File: config.mk
export PLATFORM = sky130hd
export DESIGN_NAME = plc_cell
export DESIGN_NICKNAME = d
export VERILOG_FILES = /design/src/hdl/plc_pkg.sv /design/src/hdl/plc_cell.sv
export SDC_FILE = /design/constraint.sdc
export NUM_CORES = 1
export LEC_CHECK = 0
export BUFFER_PORTS_ARGS = -buffer_cell sky130_fd_sc_hd__buf_4
export CAP_MARGIN = 10
export CORE_MARGIN = 8
export CORE_UTILIZATION = 46
export DETAILED_ROUTE_END_ITERATION = 8
export GPL_ROUTABILITY_DRIVEN = 0
export GPL_TIMING_DRIVEN = 0
export PLACE_DENSITY_LB_ADDON = 0.12
export SLEW_MARGIN = 20
export SYNTH_ARGS = -nofsm -noshare
export SYNTH_HDL_FRONTEND = slang
export SYNTH_SLANG_ARGS = --single-unit
File: constraint.sdc
create_clock -name clk -period 4.3 [get_ports clk]
set_clock_uncertainty 0.1 [all_clocks]
set_input_delay 0.43 -clock clk [delete_from_list [all_inputs] [get_ports clk]]
set_output_delay 0.43 -clock clk [all_outputs]
set_load 0.005 [all_outputs]
File: src/hdl/plc_pkg.sv
// Shared types and status codes for the positional list block.
package plc_pkg;

  localparam int unsigned POS_W   = 7;
  localparam int unsigned DATA_W  = 32;

  localparam logic [1:0] STATUS_DONE  = 2'd0;
  localparam logic [1:0] STATUS_RANGE = 2'd1;
  localparam logic [1:0] STATUS_FULL  = 2'd2;

  localparam logic OP_INSERT = 1'b0;
  localparam logic OP_DELETE = 1'b1;

  // Broadcast to every cell; slot is the 0-based index the operation targets.
  typedef struct packed {
    logic               ins;
    logic               del;
    logic [POS_W-1:0]   slot;
    logic [DATA_W-1:0]  value;
  } cmd_t;

endpackage

File: src/hdl/plc_cell.sv
// One storage cell of the list: holds one element and shifts with its neighbors.
module plc_cell #(
  parameter int unsigned IDX = 0
) (
  input  logic                         clk,
  input  plc_pkg::cmd_t                cmd,
  input  logic [plc_pkg::DATA_W-1:0]   left_data,
  input  logic [plc_pkg::DATA_W-1:0]   right_data,
  output logic [plc_pkg::DATA_W-1:0]   data,
  output logic [plc_pkg::DATA_W-1:0]   tap
);

  logic [31:0]                  slot_ext;
  logic                         at_slot;
  logic                         above_slot;
  logic [plc_pkg::DATA_W-1:0]   data_next;
  logic [plc_pkg::DATA_W-1:0]   tap_next;

  assign slot_ext   = 32'(cmd.slot);
  assign at_slot    = (slot_ext == 32'(IDX));
  assign above_slot = (32'(IDX) > slot_ext);

  always_comb begin
    data_next = data;
    if (cmd.ins) begin
      if (at_slot) begin
        data_next = cmd.value;
      end else if (above_slot) begin
        data_next = left_data;
      end
    end else if (cmd.del) begin
      if (at_slot || above_slot) begin
        data_next = right_data;
      end
    end
  end

  assign tap_next = (cmd.del && at_slot) ? data : '0;

  always_ff @(posedge clk) begin
    data <= data_next;
    tap  <= tap_next;
  end

endmodule

## Word level (Yosys, flattened, before mapping)

Cells that the tools add are included.

- Register bits: 64
- Bits of input ports: 106
- Output and inout bits: 64
- Word-level logic and storage cells: 15

- $lt $le $gt $ge: 1
- Equality and inequality tests: 1
- Multiplexer cells: 5
- Reduce and logical (&&, ||, !) cells: 6

Operators with widths:

| operator | number |
|---|---|
| $mux W32 | 5 |
| $logic_not A32 Y1 | 1 |
| $gt A1 B7 Y1 const A | 1 |
| $reduce_bool A2 Y1 | 2 |
| $ne A3 B1 Y1 const B | 1 |
| $reduce_and A3 Y1 | 1 |
| $logic_and A1 B1 Y1 | 1 |
| $logic_or A1 B1 Y1 | 1 |

## Longest topological paths before layout

- Word-level depth: 5
- Gate-level depth with buffers: 5
- Gate-level depth less buffers: 3

## Least setup slack after synthesis

No wires, ideal clock.

- Kind: input -> register
- Start: in cmd[36] (netlist bit)
- End: reg data[0] (netlist bit), enable pin
- Library setup time: 391 ps
- Arrival time: 2,197 ps
- Required time: 3,809 ps
- Setup slack: 1,612 ps
- Cell stages on the path: 5
- Buffers on the path: 2
- Path through: or4_4 buf_6 nor2_8 buf_6 o21a_1

- Longest elaborated chain between the ends: 4
- Elaborated cells on any way between the ends: 6
- Those cells by class: 1 x order compare; 1 x eq/ne; 4 x reduce/logical

RTL lines:

| item | RTL line | source |
|---|---|---|
| start, declared | plc_cell.sv:6 | `input plc_pkg::cmd_t cmd,` |
| $gt A1 B7 Y1 / $logic_not A32 Y1 (equally long branches) | plc_cell.sv:21, plc_cell.sv:20 |  |
| $logic_or A1 B1 Y1 | plc_cell.sv:32 | `if (at_slot \|\| above_slot) begin` |
| $reduce_bool A2 Y1 (no line) | n/a |  |
| $reduce_and A3 Y1 (no line) * | n/a |  |
| end signal, assigned | plc_cell.sv:41 | `data <= data_next;` |
| end, declared | plc_cell.sv:9 | `output logic [plc_pkg::DATA_W-1:0] data,` |

Mark *: on every way between the ends. The rest lies on a longest branch, timed or not.
A chain may end at the register's enable or synchronous reset.

## Worst setup path in the final report

- Start: in cmd[40] (netlist bit)
- End: reg data[28] (netlist bit), enable pin

- Longest elaborated chain between the ends: 2
- Elaborated cells on any way between the ends: 4
- Those cells by class: 1 x eq/ne; 3 x reduce/logical

RTL lines:

| item |
|---|
| $ne A3 B1 Y1 (no line) / $reduce_bool A2 Y1 (equally long branches) |
| $reduce_and A3 Y1 (no line) * |

Marked as above.

==> results.yml <==
floorplanning:
  die_y_um: 92.69
  die-area_mm2: 0.008591
  core_area_mm2: 0.005816
  placementRows: 28
  number_of_placed_i_o_pins: 170
  start_util_pct: 46.51
  die_w_um: 92.69
timing:
  unrepaired_setup_endpoints_after_global_routing: "false"
  worst_pin_slew_ns: 0.7695
  final_max_slew_viol_count: 0
  slew_headroom_pct: 48.31
  setup_viol: 0
  finalWorstSetupSlack_ns: 1.790
  post-route-period-util_pct: 58.37
  final_worst_path_period_need_ns: 2.510
  fin_setup_tns_ns: 0
  hold_violations: 0
  max_freq_mhz: 398.4
yosys:
  synth_top_area_cell: "sky130_fd_sc_hd__edfxtp_1"
  synth_compound_gate_area_share_pct: 15.96
  synth.yosys.warnings: 0
  yosys.area_share.adder_pct: 0
  synth_seq_cells: 64
  synth_top_family_by_area: "simple AND/OR/NAND/NOR gates"
  synth_simple_gate_area_share_pct: 19.84
  net_count_synth: 362
  share_of_the_yosys_chip_area_belonging_to_registers_pct: 59.20
  parity_gate_share_of_the_synthesized_area_counting_xor_and_xnor_cells_pct: 0
  synthMuxAreaShare_pct: 0
  synth.avg_cell_area_um2: 10.57
  synth_top_cells_by_area: "sky130_fd_sc_hd__edfxtp_1 (36%), sky130_fd_sc_hd__dfxtp_1 (24%), sky130_fd_sc_hd__and3_1 (7.4%)"
  synth.cell_area_mm2: 0.002705
  syn_inst: 256
  synth_cell_type_count: 21
  post-synth-top-area-fraction_pct: 35.52
setup_path:
  crit_path_end_kind: "register"
  timing.critical_path.depth: 4
  cp-start-kind: "input pin"
  r2r_end: "tap[13]$_SDFF_PN0_"
  crit_path_end: "data[28]$_DFFE_PP_"
  worst-r2r-setup-slack_ns: 3.50
  crit-reg2reg-launch: "data[13]$_DFFE_PP_"
  worst_path_dominant_cell_family: "buffers and inverters"
  timing.critical_path.cells: "clkbuf_1 -> clkbuf_1 -> clkbuf_1 -> o21a_2"
  worst-endpoint-arrival_ns: 2.37
  crit_path_launch: "cmd[40]"
  critical_path.max_fanout: 32
  critPathBufInv: 3
  critPathMaxStageDelay_ns: 0.75
  reg2reg_depth: 1
  timing.setup.critical_path_class: "in -> reg"
  critical_path.most_common_cell: "sky130_fd_sc_hd__clkbuf_1"
  cp_data_required_time_ns: 4.16
  critical-path-slowest-cell: "sky130_fd_sc_hd__o21a_2"
route:
  wirelength_um: 9387
  detail_route.vias_per_cell: 5.344
  drc: 0
  initialDrtViolationCount: 203
  via_count: 2752
  post_drt_wl_per_cell_um: 18.23
  drtAntennaViolNets: 0
  drt_first_pass_iters: 5
clock_network:
  tritoncts_clock_tree: "yes"
  clk_root_buffer_cell: "sky130_fd_sc_hd__clkbuf_8"
  ctsLongestPathBuffers: 2
  cts-resized-gates: 0
  htreeDepth: 3
  clock_slew_at_the_register_clock_pins_of_the_worst_setup_and_hold_paths_ns: 0.07
  tritoncts_num_sinks: 64
  hold_buf_count_cts: 0
  clk_latency_ns: 0.33
  number_of_buffers_added_by_the_clock_tree_synthesis_step: 9
  cts_post_setup_buffers_inserted: 0
layout:
  antenna-diode-count: 0
  ff_latch_area_mm2: 0.001602
  most_frequent_cells_in_the_layout: "sky130_fd_sc_hd__buf_4 (168), sky130_fd_sc_hd__and3_1 (32), sky130_fd_sc_hd__edfxtp_1 (32), sky130_fd_sc_hd__dfxtp_1 (32), sky130_fd_sc_hd__clkbuf_1 (23)"
  fin_nets: 541
  number_of_filler_cells_placed_in_the_layout: 435
  post_route_cells_drive_above_1_share_pct: 43.18
  multi_input_comb_area_um2: 969.7
  final_common_cell: "sky130_fd_sc_hd__buf_4"
  instances_no_fill: 515
  area_growth_syn_to_layout_pct: 57.54
global_routing:
  global_route.overflow_total: 0
  pin_count_of_the_biggest_net_entering_global_routing: 33
  grt_antenna_before_repair: 0
  grt_first_pass_wirelength_um: 14170
  track_usage_pct: 21.29
  first_global_vias: 2812
place:
  place_ws_ns: 1.446
  placed_cells: 499
  place_hpwl_um: 7343
  port_buffers: 168
pwr:
  finalPower_uw: 1314
  power_density_mw_per_mm2: 308.4
  worst_ir_drop_vdd_mv: 0.2048
  cellLeakagePower_uw: 0.001981
flow_run:
  maxCapViolations: 0
min_path:
  hold_path_class: "in -> reg"
run_status:
  outcome: "complete, no violations"
## registers in the layout (all words and copies together) (netlist names)
register,count
data,32
tap,32
## layout make-up
cell class	count	area share, %
clock buffers	14	3.817
inverters	1	0.08808
clock inverters	2	0.8808
well taps	75	2.202
flip-flops and latches	64	37.58
repair buffers	168	29.59
multi-input cells	166	22.75
plain buffers	25	3.083
## worst min-delay path by stage
stage | startpoint | end | slack, ns | depth (start not counted)
CTS | cmd[39] | tap[1]$_SDFF_PN0_ | 0.28 | 2
finish | cmd[39] | tap[0]$_SDFF_PN0_ | 0.29 | 2
global placement | data[31]$_DFFE_PP_ | tap[31]$_SDFF_PN0_ | 0.38 | 1
global route | cmd[39] | tap[1]$_SDFF_PN0_ | 0.29 | 2
detailed placement | data[0]$_DFFE_PP_ | tap[0]$_SDFF_PN0_ | 0.39 | 1
floorplan | data[0]$_DFFE_PP_ | tap[0]$_SDFF_PN0_ | 0.40 | 1
## logic make-up after synthesis
| logic type | after synthesis |
|---|---|
| AND/OR/NAND/NOR | 98 |
| AO/OA/AOI/OAI | 68 |
| flip-flops | 64 |
| buffers and inverters | 26 |
## cell usage after synthesis
library cell               count
sky130_fd_sc_hd__a31oi_1      19
sky130_fd_sc_hd__nand2_1      13
sky130_fd_sc_hd__nor2_8        1
sky130_fd_sc_hd__and2_1       13
sky130_fd_sc_hd__or3_1         1
sky130_fd_sc_hd__inv_1         1
sky130_fd_sc_hd__a221o_1      13
sky130_fd_sc_hd__a21oi_1      16
sky130_fd_sc_hd__dfxtp_1      32
sky130_fd_sc_hd__clkbuf_1     20
sky130_fd_sc_hd__buf_6         5
sky130_fd_sc_hd__nor4_2        1
sky130_fd_sc_hd__or4_4         1
sky130_fd_sc_hd__nand3_1      16
sky130_fd_sc_hd__nor3_1        1
sky130_fd_sc_hd__o21ai_0      13
sky130_fd_sc_hd__and3_1       32
sky130_fd_sc_hd__edfxtp_1     32
sky130_fd_sc_hd__o21a_1        1
sky130_fd_sc_hd__nor2_1       19
sky130_fd_sc_hd__o21ai_1       6
## metrics by stage
| stage | instance area (µm²) | hold slack, ns | utilization, % |
|---|---|---|---|
| global placement | 4060 | 0.3844 | 69.82 |
| CTS | 4262 | 0.2778 | 73.28 |
| floorplan | 2705 | 0.4033 | - |
| finish | 4262 | 0.2939 | 73.28 |
| global route | 4262 | 0.2906 | 73.28 |
| detailed placement | 4061 | 0.3908 | 69.84 |
## layer usage
metal  global-route usage (%)  routed length, µm
met1                    23.66               3631
met2                    36.05               4672
met3                    8.252                923
met4                    8.054                159
met5                        0                  0
## power by group
part / total, µW / switching [µW] / internal, µW
Combinational: 153 / 64.1 / 89.4
Clock: 515 / 215 / 300
Sequential: 645 / 0.927 / 644
(Power assumes the default switching activity.)
